$ cat config.mk
export PLATFORM = sky130hd
export DESIGN_NAME = binary_to_decimal_ascii_core
export DESIGN_NICKNAME = d
export VERILOG_FILES = /design/src/rtl/core/b2da_pkg.sv /design/src/rtl/core/binary_to_decimal_ascii_core.sv
export VERILOG_INCLUDE_DIRS = /design/src /design/src/rtl/core
export SDC_FILE = /design/constraint.sdc
export NUM_CORES = 1
export LEC_CHECK = 0
export ABC_AREA = 0
export BUFFER_PORTS_ARGS = -buffer_cell sky130_fd_sc_hd__buf_2
export CAP_MARGIN = 20
export CORE_ASPECT_RATIO = 0.7
export CORE_UTILIZATION = 50
export CTS_BUF_LIST = sky130_fd_sc_hd__clkbuf_8 sky130_fd_sc_hd__clkbuf_16
export CTS_CLUSTER_DIAMETER = 60
export CTS_CLUSTER_SIZE = 20
export DETAILED_ROUTE_END_ITERATION = 8
export PLACE_DENSITY = 0.68
export RECOVER_POWER = 100
export SYNTH_ARGS = -nofsm -noshare
export SYNTH_HDL_FRONTEND = slang
export SYNTH_SLANG_ARGS = --single-unit
$ cat constraint.sdc
create_clock -name i_clk -period 13.5 [get_ports i_clk]
set_input_delay 2.7 -clock i_clk [delete_from_list [all_inputs] [get_ports i_clk]]
set_output_delay 2.7 -clock i_clk [all_outputs]
set_load 0.02 [all_outputs]
$ cat src/rtl/core/binary_to_decimal_ascii_core_defines.svh
// ----------------------------------------------------------------------------
// binary_to_decimal_ascii_core_defines
// assertion macros shared by the decimal ascii core
// ----------------------------------------------------------------------------
`ifndef BINARY_TO_DECIMAL_ASCII_CORE_DEFINES_SVH
`define BINARY_TO_DECIMAL_ASCII_CORE_DEFINES_SVH

`ifndef NO_ASSERTIONS

// expression holds at every clock edge out of reset
`define B2DA_ASSERT_ALWAYS(lbl, expr) \
    lbl: assert property (@(posedge i_clk) disable iff (!i_rst_n) (expr)) \
        else $error("b2da assertion failed");

// antecedent at one edge implies consequent at the next edge
`define B2DA_ASSERT_NEXT(lbl, ante, cons) \
    lbl: assert property (@(posedge i_clk) disable iff (!i_rst_n) (ante) |=> (cons)) \
        else $error("b2da assertion failed");

`else

`define B2DA_ASSERT_ALWAYS(lbl, expr)
`define B2DA_ASSERT_NEXT(lbl, ante, cons)

`endif

`endif

$ cat src/rtl/core/b2da_pkg.sv
// ----------------------------------------------------------------------------
// b2da_pkg
// types, constants and the shift-add-3 step of the decimal ascii core
// ----------------------------------------------------------------------------
package b2da_pkg;

    localparam int BIN_W        = 32;
    localparam int NUM_DIGITS   = 10;
    localparam int DD_STAGES    = 8;
    localparam int DD_PER_STAGE = BIN_W / DD_STAGES;
    localparam int CHAR_W       = 6;
    localparam int POS_W        = 4;
    localparam int OUT_DATA_W   = 16;

    localparam logic [CHAR_W-1:0] ASCII_ZERO = 6'd48;

    typedef logic [NUM_DIGITS-1:0][3:0] t_bcd;

    typedef struct packed {
        t_bcd             bcd;
        logic [BIN_W-1:0] bin;
    } t_dd;

    // one double dabble iteration: adjust digits, then shift in one bit
    function automatic t_dd dd_step(input t_dd x);
        t_dd y;
        y = x;
        for (int d = 0; d < NUM_DIGITS; d++) begin
            if (y.bcd[d] >= 4'd5) begin
                y.bcd[d] = y.bcd[d] + 4'd3;
            end
        end
        {y.bcd, y.bin} = {y.bcd, y.bin} << 1;
        return y;
    endfunction

endpackage

$ cat src/rtl/core/binary_to_decimal_ascii_core.sv
// ----------------------------------------------------------------------------
// binary_to_decimal_ascii_core
// unsigned 32-bit value to decimal ascii digits, most significant first,
// leading zeros suppressed
//
// channel   dir   tdata                               tlast
// s         in    [31:0] value                        -
// m         out   [5:0] ascii_char, [9:6] char_pos    last_char
//
// eight double dabble stages of four steps, one digit count stage, then
// a character register that sends one digit per cycle while the receiver is ready
// an item may enter every cycle unless the pipeline holds; a number of n digits
// (1 to 10) occupies the character register until all its characters are sent,
// which sets the sustained rate; the whole pipeline holds while its last stage
// waits on the character register; synchronous active-low reset clears all
// valid bits
// ----------------------------------------------------------------------------
`include "binary_to_decimal_ascii_core_defines.svh"

module binary_to_decimal_ascii_core
    import b2da_pkg::*;
(
    input  logic                  i_clk,
    input  logic                  i_rst_n,
    input  logic                  i_s_tvalid,
    output logic                  o_s_tready,
    input  logic [BIN_W-1:0]      i_s_tdata,   // [31:0] value
    output logic                  o_m_tvalid,
    input  logic                  i_m_tready,
    output logic [OUT_DATA_W-1:0] o_m_tdata,   // [5:0] ascii_char, [9:6] char_position
    output logic                  o_m_tlast    // last_char
);

    t_dd                  r_dd [DD_STAGES];
    t_dd                  n_dd [DD_STAGES];
    logic [DD_STAGES-1:0] r_dd_v;

    logic                 r_c_v;
    t_bcd                 r_c_bcd;
    logic [POS_W-1:0]     r_c_n;
    logic [POS_W-1:0]     n_c_n;

    logic                 r_sv;
    t_bcd                 r_bcd;
    logic [POS_W-1:0]     r_idx;
    logic [POS_W-1:0]     r_pos;
    logic [POS_W-1:0]     r_n;

    logic                 en;
    logic                 load_ser;
    logic                 emit;
    logic [3:0]           cur_digit;

    assign emit      = r_sv && i_m_tready;
    assign load_ser  = !r_sv || (i_m_tready && (r_idx == '0));
    assign en        = !r_c_v || load_ser;
    assign o_s_tready = en;

    // double dabble stages
    for (genvar s = 0; s < DD_STAGES; s++) begin : g_dd
        t_dd x_in;
        if (s == 0) begin : g_first
            assign x_in.bcd = '0;
            assign x_in.bin = i_s_tdata;
        end else begin : g_rest
            assign x_in = r_dd[s-1];
        end
        always_comb begin
            t_dd x;
            x = x_in;
            for (int k = 0; k < DD_PER_STAGE; k++) begin
                x = dd_step(x);
            end
            n_dd[s] = x;
        end
    end

    // number of significant digits
    always_comb begin
        n_c_n = POS_W'(1);
        for (int d = 1; d < NUM_DIGITS; d++) begin
            if (r_dd[DD_STAGES-1].bcd[d] != 4'd0) begin
                n_c_n = POS_W'(d + 1);
            end
        end
    end

    always_ff @(posedge i_clk) begin
        if (!i_rst_n) begin
            r_dd_v <= '0;
            r_c_v  <= 1'b0;
        end else if (en) begin
            r_dd_v <= {r_dd_v[DD_STAGES-2:0], i_s_tvalid};
            r_c_v  <= r_dd_v[DD_STAGES-1];
        end
    end

    always_ff @(posedge i_clk) begin
        if (en) begin
            for (int s = 0; s < DD_STAGES; s++) begin
                r_dd[s] <= n_dd[s];
            end
            r_c_bcd <= r_dd[DD_STAGES-1].bcd;
            r_c_n   <= n_c_n;
        end
    end

    // character register
    always_ff @(posedge i_clk) begin
        if (!i_rst_n) begin
            r_sv <= 1'b0;
        end else if (load_ser) begin
            r_sv <= r_c_v;
        end
    end

    always_ff @(posedge i_clk) begin
        if (load_ser) begin
            r_bcd <= r_c_bcd;
            r_n   <= r_c_n;
            r_idx <= r_c_n - POS_W'(1);
            r_pos <= '0;
        end else if (emit) begin
            r_idx <= r_idx - POS_W'(1);
            r_pos <= r_pos + POS_W'(1);
        end
    end

    assign cur_digit  = r_bcd[r_idx];
    assign o_m_tvalid = r_sv;
    assign o_m_tlast  = (r_idx == '0);
    assign o_m_tdata  = {(OUT_DATA_W - CHAR_W - POS_W)'(0), r_pos,
                         ASCII_ZERO + {2'b00, cur_digit}};

    `B2DA_ASSERT_ALWAYS(a_pos_idx_sum, !r_sv || ((r_pos + r_idx) == (r_n - POS_W'(1))))
    `B2DA_ASSERT_ALWAYS(a_lead_nonzero, !r_sv || (r_n == POS_W'(1)) || (r_bcd[r_n - POS_W'(1)] != 4'd0))
    `B2DA_ASSERT_NEXT(a_drain, r_sv && i_m_tready && o_m_tlast && !r_c_v, !r_sv)
    `B2DA_ASSERT_NEXT(a_hold_when_busy, r_sv && !o_m_tlast, !o_s_tready || !r_c_v || r_sv)

endmodule

# Word level (Yosys, flattened, before mapping)

Memory sizes are Yosys's and may differ from the RTL's.
Cells that the tools add are included.

$add $sub $neg: 290
Order comparisons: 287
Multiplexer cells: 300
Reduce and logical (&&, ||, !) cells: 18

Operator list:

| kind                | count |
|---|---|
| $ge 4x3->1 const B  | 283 |
| $mux 4              | 266 |
| $add 4x2->4 const B | 255 |
| $add 3x2->3 const B | 28 |
| $mux 3              | 28 |
| $reduce_bool 4->1   | 9 |
| $bmux 4 s4          | 1 |
| $add 1x2->3 const B | 3 |
| $ge 1x3->1 const B  | 3 |
| $sub 4x1->4 const B | 2 |
| $add 5x5->6 const A | 1 |
| $mux 2              | 3 |
| $lt 4x5->1 const B  | 1 |
| $add 4x1->4 const B | 1 |
| $logic_not 4->1     | 1 |
| $reduce_or 3->1     | 1 |
| $logic_and 1x1->1   | 2 |
| $logic_not 1->1     | 2 |
| $logic_or 1x1->1    | 2 |
| $mux 1              | 2 |
| $reduce_bool 2->1   | 1 |

Register bits: 102
Bits in writable memories: 544
Input bits: 36
Output and inout port bits: 19
Memories kept: 1

Memories:

| name | words | bits a word | read ports | clocked after Yosys merged registers in | write ports | RTL line                           | RTL |
|---|---|---|---|---|---|---|---|
| r_dd | 8     | 68          | 8          | 0                                       | 8           | binary_to_decimal_ascii_core.sv:34 | `t_dd r_dd [DD_STAGES];` |

# Logic depth before layout (Yosys ltp)

Gate-level depths: netlist of run 1.
An unclocked memory read counts as a cell.

Depth after elaboration: 10
Gate-level depth with buffers: 20

# Least setup slack after synthesis of run 1

No wires, ideal clock.

Path kind: in2out
Start point: in i_m_tready
End point: out o_s_tready
Data arrival time: 10.524 ns
Setup slack: 0.276 ns
Stages on the path: 4
Path buffers: 1
Cell sequence: nand2_1 and2_1 clkbuf_1 nand2_1

Word-level cells in the longest chain between the ends: 3

RTL lines:

| what               | RTL line                           | RTL |
|---|---|---|
| start: declaration | binary_to_decimal_ascii_core.sv:29 | `input logic i_m_tready,` |
| $logic_and 1x1->1  | binary_to_decimal_ascii_core.sv:55 | `assign load_ser = !r_sv \|\| (i_m_tready && (r_idx == '0));` |
| $logic_or 1x1->1   | binary_to_decimal_ascii_core.sv:55 |  |
| $logic_or 1x1->1   | binary_to_decimal_ascii_core.sv:56 | `assign en = !r_c_v \|\| load_ser;` |
| end: declaration   | binary_to_decimal_ascii_core.sv:26 | `output logic o_s_tready,` |

Every way passes these cells.

==> summary.md, run 1 <==
| Metric | Value |
|---|---|
| Initial Util | `0.506` |
| Setup Skew | `0.0248 ns` |
| Nature of the critical path endpoint | `register` |
| Largest net degree at the start of global routing | `86` |
| Clock sink count | `399` |
| Skew-Pair Late Insertion Delay | `0.57 ns` |
| Global Route Usage Sum | `0.182` |
| Yosys reg bits | `399` |
| Synth area leaders | `edfxtp_1 39%, ha_1 6.2%, a21oi_1 3.8%, o21ai_0 3.8%, nand2_1 3.3%` |
| Post-Syn Area per Cell | `9.43 um2` |
| Chip Height | `205 um` |
| Startpoint types | `input port` |
| Final ANT Viol Nets | `0` |
| Synthesized instance count | `3,131` |
| Length of the first detailed-routing pass in iterations | `6` |
| Clk root buf | `clkbuf_16` |
| TritonCTS Buffers | `37` |
| Top FF cell, synth | `edfxtp_1` |
| Total die area | `60,100 um2` |
| Setup Buffers After CTS | `0` |
| Vias in the first global route | `21,500` |
| Crit-path slowest cell | `clkbuf_1` |
| Vias | `23,200` |
| Drc violations | `0` |
| Final wirelength | `56,200 um` |
| Chip width | `292 um` |
| Worst Path Required | `13.68 ns` |
| Post-route cell area | `31,500 um2` |
| Critical Path Fanout Max | `76` |
| GR Overflow Total | `0` |
| Synth-to-layout area growth | `6.61%` |
| Synth Cell Area | `29,500 um2` |
| Crit path largest cell delay | `3.18 ns` |
| Post-synthesis sequential area ratio | `0.401` |
| DP Worst Slack | `6.61 ns` |
| Crit Path Category | `input port to register` |
| Core footprint | `58,300 um2` |
| Antenna diodes | `0` |
| IO Port Bufs | `46` |
| Hold Path Class | `register to register` |
| Post-synth top cells | `385 x edfxtp_1, 256 x nand2_1, 249 x nor2_1, 226 x a21oi_1, 225 x o21ai_0` |
| Share of the synthesized area in the top cell type | `0.391` |
| Post-DP Area | `30,400 um2` |
| Post-synthesis cell type count | `115` |
| Wire per inst | `14.3 um` |
| Post-synth EDFFs | `385` |
| Min cycle time layout | `9.35 ns` |
| Count leader, synth | `edfxtp_1` |
| Worst relative slew slack | `-1.87` |
| Initial antenna violation count | `1` |
| Clock slew seen by the registers of the worst setup and hold paths | `0.08 ns` |
| Fmax | `107 MHz` |
| Asr flop ratio synth | `0` |
| Htree depth | `2` |
| Yosys Warn Count | `0` |
| I/O pin cnt | `55` |
| Iter 0 DRT Violations | `1,834` |
| Worst hold slack | `0.403 ns` |
| HPWL after DPL | `39,900 um` |
| Post-CTS Hold Fix Bufs | `0` |
| First-pass GRT wire length | `95,300 um` |
| GP Congestion | `0.807` |
| Setup TNS | `0 ns` |
| Fin crit share | `0.692` |
| Worst-margin pin slew | `4.31 ns` |
| CTS Buffer Depth | `3` |
| Layout Nets | `3,324` |
| Maxcap violations | `4` |
| RSZ-0062 raised after global routing | `no` |
| Fin. max-slew vios | `266` |
| Clock tree from TritonCTS | `built` |
| Final worst slack | `4.15 ns` |
| Arr. time, crit path | `9.53 ns` |
| Final hold vios | `0` |
| Finish-stage setup viols | `0` |
| Via/cell ratio | `5.91` |
| Layout cells sized above 1 | `0.0755` |
| Critical Path, Cell by Cell | `clkbuf_1 -> nand2_1 -> and2_0 -> nand2_1 -> clkbuf_1 -> buf_4` |
| Row count | `74` |
| Status | `finished with violations` |
| Post-CTS sizing | `0` |
| Cell taking the most area after synthesis | `edfxtp_1` |
| Failing checks | `capacitance limit, slew limit` |
## final timing paths
check	from	endpoint	slack [ns]	cells past startpoint
setup / recovery	i_m_tready	r_dd[0][100]	4.15	6
hold reg to reg	r_c_bcd[24]	r_bcd[24]	0.40	0
setup reg to reg	r_idx[0]	r_dd[0][100]	5.22	6
hold / removal	r_c_bcd[24]	r_bcd[24]	0.40	0
## flip-flops by register name (all words and copies together), names as in the netlist
register	count
r_c_n	4
r_dd	297
r_idx	4
r_bcd	40
r_c_v	1
o_m_tvalid	1
r_c_bcd	40
r_pos	4
r_dd_v	8
## placed cells by master (no fill, tap or decap), types with 33 or more instances in the layout
| cell | n |
|---|---|
| edfxtp_1 | 385 |
| nand2_1 | 256 |
| o21ai_0 | 250 |
| nor2_1 | 249 |
| a21oi_1 | 235 |
| inv_1 | 197 |
| ha_1 | 147 |
| xnor2_1 | 99 |
| nand2b_1 | 96 |
| mux2i_1 | 95 |
| nor3_1 | 63 |
| nand3_1 | 56 |
| o22ai_1 | 51 |
| a211oi_1 | 48 |
| a31oi_1 | 47 |
| mux2_2 | 46 |
| a21o_1 | 44 |
| o21a_1 | 41 |
| o21ai_1 | 40 |
| nor2b_1 | 38 |
| clkbuf_16 | 37 |
| buf_2 | 33 |
## worst max-delay path, delay by kind of cell
kind / cells / cell delay, ns
buffers and inverters: 3 / 4.41
and+or+nand+nor: 3 / 2.32
## routing by layer
layer  track usage  vias to the layer above  wire length (um)
met5             0                        -                 0
met4        0.0473                        0               813
met3        0.0230                       63              2100
met2         0.317                      473             26300
met1         0.240                    10900             27000
li1              -                    11800                 -
## per-stage QoR
step	std cells	utilization
after floorplan	3137	-
after global placement	3859	0.521
after detailed placement	3859	0.521
after CTS	3924	0.542
after global routing	3927	0.540
final	3927	0.540
## logic make-up (layout without fill, tap and decap cells)
| kind of cell | Yosys count | count (layout) | synth area share |
|---|---|---|---|
| AOI/OAI and AO/OA | 1074 | 1074 | 0.241 |
| and+or+nand+nor | 923 | 923 | 0.152 |
| DFF | 399 | 399 | 0.401 |
| buffers and inverters | 290 | 320 | 0.0398 |
| muxes | 158 | 158 | 0.0596 |
| adders and majority gates | 152 | 152 | 0.0640 |
| xor gates and xnor gates | 133 | 133 | 0.0417 |
| other | 2 | 8 | 0.000254 |
## layout make-up
cell class	count	area [um2]
multi-input combinational	2448	16400
clock buffer	37	926
tap	760	951
clock inverter	28	315
timing repair buffer	55	264
fill	5014	26800
inverter	200	751
sequential	399	11800
Power of run 1 is not shown: default switching activity piles up to over one toggle a cycle in this logic, so the estimate is an artifact.
==> run 2: changes to the inputs <==
==> constraint.sdc (replaced) <==
create_clock -name i_clk -period 8.6 [get_ports i_clk]
set_input_delay 1.72 -clock i_clk [delete_from_list [all_inputs] [get_ports i_clk]]
set_output_delay 1.72 -clock i_clk [all_outputs]
set_load 0.02 [all_outputs]
==> summary.md, run 2 (synthesis gave the netlist of run 1 again) <==
| Metric | Value |
|---|---|
| Fin. max-slew vios | `258 (was 266)` |
| Commonest non-fill, non-tap cell in the layout | `edfxtp_1 (unchanged)` |
| Length of the first detailed-routing pass in iterations | `6 (unchanged)` |
| I/O pin cnt | `55 (unchanged)` |
| Hold path cells | `0 (unchanged)` |
| Fin cells | `3,927 (unchanged)` |
| Hold_sp | `r_c_bcd[36] (was r_c_bcd[24])` |
| Leading cell types in the layout, fill and taps excluded | `385 x edfxtp_1, 255 x nand2_1, 250 x o21ai_0 (was 385 x edfxtp_1, 256 x nand2_1, 250 x o21ai_0)` |
| Chip width | `292 um (unchanged)` |
| Vias in the first global route | `21,100 (was 21,500)` |
| Crit path largest cell delay | `2.30 ns (was 3.18 ns)` |
| Iter 0 DRT Violations | `1,511 (was 1,834)` |
| Min-Delay Endpoint | `r_bcd[36] (was r_bcd[24])` |
| Wire per inst | `13.9 um (was 14.3 um)` |
| IO Port Bufs | `46 (unchanged)` |
| Critical Path Most Common Cell | `clkbuf_1` |
| Setup Buffers After CTS | `0 (unchanged)` |
| Maxcap violations | `3 (was 4)` |
| Final ANT Viol Nets | `0 (unchanged)` |
| Status | `finished with violations (unchanged)` |
| Finish-stage setup viols | `0 (unchanged)` |
| Synth-to-layout area growth | `6.89% (was 6.61%)` |
| Worst hold slack | `0.415 ns (was 0.403 ns)` |
| Reg-to-reg setup timing slack | `2.78 ns (was 5.22 ns)` |
| Via/cell ratio | `5.87 (was 5.91)` |
| Final hold vios | `0 (unchanged)` |
| Failing checks | `capacitance limit, slew limit (unchanged)` |
| Global Route Usage Sum | `0.178 (was 0.182)` |
| Crit Path Category | `input port to register (unchanged)` |
| Regs by FF count | `r_dd x297, r_bcd x40, r_c_bcd x40 (unchanged)` |
| Reg2reg end | `r_dd[0][167] (was r_dd[0][100])` |
| GR Overflow Total | `0 (unchanged)` |
| Layout Nets | `3,324 (unchanged)` |
| Critical Path, Cell by Cell | `clkbuf_1 -> nand2_1 -> and2_0 -> nand2_8 -> clkbuf_1 -> buf_4 (was clkbuf_1 -> nand2_1 -> and2_0 -> nand2_1 -> clkbuf_1 -> buf_4)` |
| Setup Skew | `0.0265 ns (was 0.0248 ns)` |
| Startpoint types | `input port (unchanged)` |
| Worst relative slew slack | `-1.49 (was -1.87)` |
| Largest net degree at the start of global routing | `144 (was 86)` |
| Post-CTS Hold Fix Bufs | `0 (unchanged)` |
| Min cycle time layout | `5.96 ns` |
| Critical Path Fanout Max | `81 (was 76)` |
| Post-CTS sizing | `0 (unchanged)` |
| Initial Util | `0.506 (unchanged)` |
| HPWL after DPL | `39,000 um (was 39,900 um)` |
| First-pass GRT wire length | `93,500 um (was 95,300 um)` |
| Worst Path Required | `8.80 ns (was 13.68 ns)` |
| Reg with most FFs | `r_dd (unchanged)` |
| Antenna diodes | `0 (unchanged)` |
| Htree depth | `2 (unchanged)` |
| Clock tree from TritonCTS | `built (unchanged)` |
| Placed insts | `3,859 (unchanged)` |
| Fmax | `168 MHz` |
| Clock slew seen by the registers of the worst setup and hold paths | `0.08 ns (about the same)` |
| Top Family by Delay on Critical Path | `buffers and inverters (unchanged)` |
| Reg2Reg Depth | `6 (unchanged)` |
| Core footprint | `58,300 um2 (unchanged)` |
| Layout cells sized above 1 | `0.0761 (was 0.0755)` |
| Vias | `23,000 (was 23,200)` |
| Final wirelength | `54,700 um (was 56,200 um)` |
| Row count | `74 (unchanged)` |
| Worst r2r src | `r_idx[0] (unchanged)` |
| RSZ-0062 raised after global routing | `no (unchanged)` |
| Chip Height | `205 um (unchanged)` |
| Initial antenna violation count | `0 (was 1)` |
| Total die area | `60,100 um2 (unchanged)` |
| Fin crit share | `0.693` |
| Worst-margin pin slew | `3.73 ns (was 4.31 ns)` |
| CTS Buffer Depth | `3 (unchanged)` |
| TritonCTS Buffers | `37 (unchanged)` |
| Nature of the critical path endpoint | `register (unchanged)` |
| Clock sink count | `399 (unchanged)` |
| Skew-Pair Late Insertion Delay | `0.57 ns (about the same)` |
| Arr. time, crit path | `6.16 ns (was 9.53 ns)` |
| Clk root buf | `clkbuf_16 (unchanged)` |
| Setup TNS | `0 ns (unchanged)` |
| Drc violations | `0 (unchanged)` |
| GP Congestion | `0.816 (was 0.807)` |
| Crit-path slowest cell | `clkbuf_1 (unchanged)` |
| Buffers & Inverters on Critical Path | `3 (unchanged)` |
| Largest register FFs | `297 (unchanged)` |
| Hold Path Class | `register to register (unchanged)` |
[run 2: metrics by stage]
stage	utilization	setup slack (ns)	instance area, um2
after floorplan	-	0.621	29600
after global placement	0.521	3.91	30400
after detailed placement	0.521	3.88	30400
after CTS	0.543	3.95	31700
after global routing	0.541	2.04	31600
final	0.541	2.64	31600
[run 2: routing by layer]
layer	vias to the layer above	share of wire	global-route usage
li1	11800	-	-
met1	10700	0.48	0.236
met2	466	0.47	0.305
met3	61	0.041	0.0259
met4	0	0.014	0.0451
met5	-	0	0
[run 2: worst reg2reg max path: stages (launching register included)]
cell      delay, ns
edfxtp_1       0.70
nor4_1         0.45
nand2_1        0.08
and2_0         0.29
nand2_8        0.44
clkbuf_1       2.38
buf_4          1.04
[run 2: layout make-up]
class,count,area (um2)
inverters,200,751
flip-flops and latches,399,11800
repair buffers,55,264
clock buffers,40,990
fillers,5073,26800
clock inverters,25,317
well taps,760,951
multi-input cells,2448,16500
[run 2: worst max-delay path by stage]
stage	from	end	slack, ns	depth (start not counted)
3_3_place_gp	i_m_tready	r_dd[0][167]	3.91	6
6_report	i_m_tready	r_dd[0][167]	2.64	6
4_1_cts	i_m_tready	o_s_tready	3.95	5
5_1_grt	r_idx[0]	r_dd[0][165]	2.04	6
2_1_floorplan	i_m_tready	o_s_tready	0.62	4
3_5_place_dp	i_m_tready	r_dd[0][167]	3.88	6
Power of run 2 is left out for the same reason.
==> run 3: changes to the inputs <==
--- a/config.mk
+++ b/config.mk
@@ -15,7 +15,7 @@
 export CTS_CLUSTER_DIAMETER = 60
 export CTS_CLUSTER_SIZE = 20
 export DETAILED_ROUTE_END_ITERATION = 8
-export PLACE_DENSITY = 0.68
+export PLACE_DENSITY = 0.66
 export RECOVER_POWER = 100
 export SYNTH_ARGS = -nofsm -noshare
 export SYNTH_HDL_FRONTEND = slang
==> constraint.sdc (replaced) <==
create_clock -name i_clk -period 5.6 [get_ports i_clk]
set_input_delay 1.12 -clock i_clk [delete_from_list [all_inputs] [get_ports i_clk]]
set_output_delay 1.12 -clock i_clk [all_outputs]
set_load 0.02 [all_outputs]
==> summary.md, run 3 (synthesis gave the netlist of run 1 again) <==
| Metric | Value |
|---|---|
| Length of the first detailed-routing pass in iterations | `6 (unchanged)` |
| Drc violations | `0 (unchanged)` |
| Area of the multi-input gates | `16,500 um2 (about the same)` |
| Regs by FF count | `r_dd x297, r_bcd x40, r_c_bcd x40 (unchanged)` |
| Layout Nets | `3,323 (was 3,324)` |
| M1 GR Usage | `0.231 (was 0.236)` |
| Largest net degree at the start of global routing | `155 (was 144)` |
| Clock sink count | `399 (unchanged)` |
| Worst relative slew slack | `-0.463 (was -1.49)` |
| GP Congestion | `0.822 (was 0.816)` |
| Setup Skew | `0.0290 ns (was 0.0265 ns)` |
| Clk root buf | `clkbuf_16 (unchanged)` |
| Leading cell types in the layout, fill and taps excluded | `385 x edfxtp_1, 255 x nand2_1, 249 x nor2_1 (was 385 x edfxtp_1, 255 x nand2_1, 250 x o21ai_0)` |
| Reg-to-reg setup timing slack | `1.20 ns (was 2.78 ns)` |
| RSZ-0062 raised after global routing | `no (unchanged)` |
| Clock slew seen by the registers of the worst setup and hold paths | `0.08 ns (about the same)` |
| First-pass GRT wire length | `93,300 um (was 93,500 um)` |
| Final ANT Viol Nets | `0 (unchanged)` |
| Post-CTS sizing | `0 (unchanged)` |
| Antenna diodes | `0 (unchanged)` |
| Htree depth | `2 (unchanged)` |
| Filler Cell Count | `5,043 (was 5,073)` |
| Fin crit share | `0.785` |
| Critical Path Fanout Max | `154 (was 81)` |
| Synth-to-layout area growth | `6.66% (was 6.89%)` |
| Row count | `74 (unchanged)` |
| HPWL after DPL | `39,200 um (was 39,000 um)` |
| I/O pin cnt | `55 (unchanged)` |
| Core footprint | `58,300 um2 (unchanged)` |
| Reg with most FFs | `r_dd (unchanged)` |
| CTS Buffer Depth | `3 (unchanged)` |
| Setup TNS | `0 ns (unchanged)` |
| Status | `finished with violations (unchanged)` |
| Vias | `23,100 (was 23,000)` |
| Wire per inst | `14.0 um (was 13.9 um)` |
| Vias in the first global route | `21,200 (was 21,100)` |
| Nature of the critical path endpoint | `register (unchanged)` |
| Setup Buffers After CTS | `0 (unchanged)` |
| Chip Height | `205 um (unchanged)` |
| Gr busiest metal | `met2 (unchanged)` |
| Met3 usage | `0.0261 (was 0.0259)` |
| Layout cells sized above 1 | `0.0765 (was 0.0761)` |
| Final wirelength | `55,000 um (was 54,700 um)` |
| Worst-margin pin slew | `2.19 ns (was 3.73 ns)` |
| Failing checks | `capacitance limit, slew limit (unchanged)` |
| GR Overflow Total | `0 (unchanged)` |
| Fmax | `227 MHz` |
| Global Route Usage Sum | `0.178 (about the same)` |
| Final hold vios | `0 (unchanged)` |
| Fin. max-slew vios | `268 (was 258)` |
| Initial Util | `0.506 (unchanged)` |
| IO Port Bufs | `46 (unchanged)` |
| Chip width | `292 um (unchanged)` |
| Largest register FFs | `297 (unchanged)` |
| Maxcap violations | `3 (unchanged)` |
| Post-CTS Hold Fix Bufs | `0 (unchanged)` |
| Worst Path Required | `5.73 ns (was 8.80 ns)` |
| Startpoint types | `register (was input port)` |
| Arr. time, crit path | `4.53 ns (was 6.16 ns)` |
| Total die area | `60,100 um2 (unchanged)` |
| Initial antenna violation count | `0 (unchanged)` |
| Clock tree from TritonCTS | `built (unchanged)` |
| Min cycle time layout | `4.40 ns` |
| Crit Path Category | `register to register (was input port to register)` |
| Hold Path Class | `register to register (unchanged)` |
| FF+latch area | `11,800 um2 (unchanged)` |
| Iter 0 DRT Violations | `1,627 (was 1,511)` |
| Commonest non-fill, non-tap cell in the layout | `edfxtp_1 (unchanged)` |
| Skew-Pair Late Insertion Delay | `0.58 ns (was 0.57 ns)` |
| Finish-stage setup viols | `0 (unchanged)` |
| GRT met2 Usage | `0.309 (was 0.305)` |
| TritonCTS Buffers | `36 (was 37)` |
| Via/cell ratio | `5.89 (was 5.87)` |
## run 3: cell count changes in the layout (fill, tap and decap cells not counted), moves of 2 or more
cell       before  now
inv_6           3    6
mux2_2         42   46
buf_4           4    1
o21ai_1        39   41
inv_12          5    3
mux2_1         10    6
clkbuf_16      39   37
o21ai_0       250  248
## run 3: layout make-up
type	count	area share
tap	760	0.0302
inverter	200	0.0238
sequential	399	0.376
timing repair buffer	55	0.00822
multi-input combinational	2448	0.523
clock inverter	25	0.00977
clock buffer	37	0.0294
## run 3: final timing paths
| kind | startpoint | endpoint | cells after the start |
|---|---|---|---|
| setup / recovery | r_idx[0] | r_dd[0][87] | 5 |
| hold / removal | r_dd[0][87] | r_dd[0][159] | 0 |
| setup reg to reg | r_idx[0] | r_dd[0][87] | 5 |
| hold reg to reg | r_dd[0][87] | r_dd[0][159] | 0 |
## run 3: metal layers
metal  wire (um)  share of wire
met1       26400           0.48
met2       25600           0.46
met4         930          0.017
met5           0              0
met3        2090          0.038
## run 3: critical path: stages, from the launching register on
cell and delay [ns]:
edfxtp_1 0.72, nor4_1 0.44, nand2_1 0.08, and2_0 0.29, nand2_8 0.51, clkbuf_4 1.54
## run 3: stage by stage
| step | util | setup slack (ns) | hold slack, ns | cells | area [um2] |
|---|---|---|---|---|---|
| after global routing | 0.540 | 0.736 | 0.400 | 3924 | 31500 |
| after detailed placement | 0.521 | 1.36 | 0.405 | 3859 | 30400 |
| final | 0.540 | 1.20 | 0.398 | 3924 | 31500 |
| after CTS | 0.542 | 1.34 | 0.396 | 3921 | 31600 |
| after global placement | 0.521 | 1.56 | 0.401 | 3859 | 30400 |
| after floorplan | - | 0.333 | 0.400 | 3137 | 29600 |
Power of run 3 is left out for the same reason.
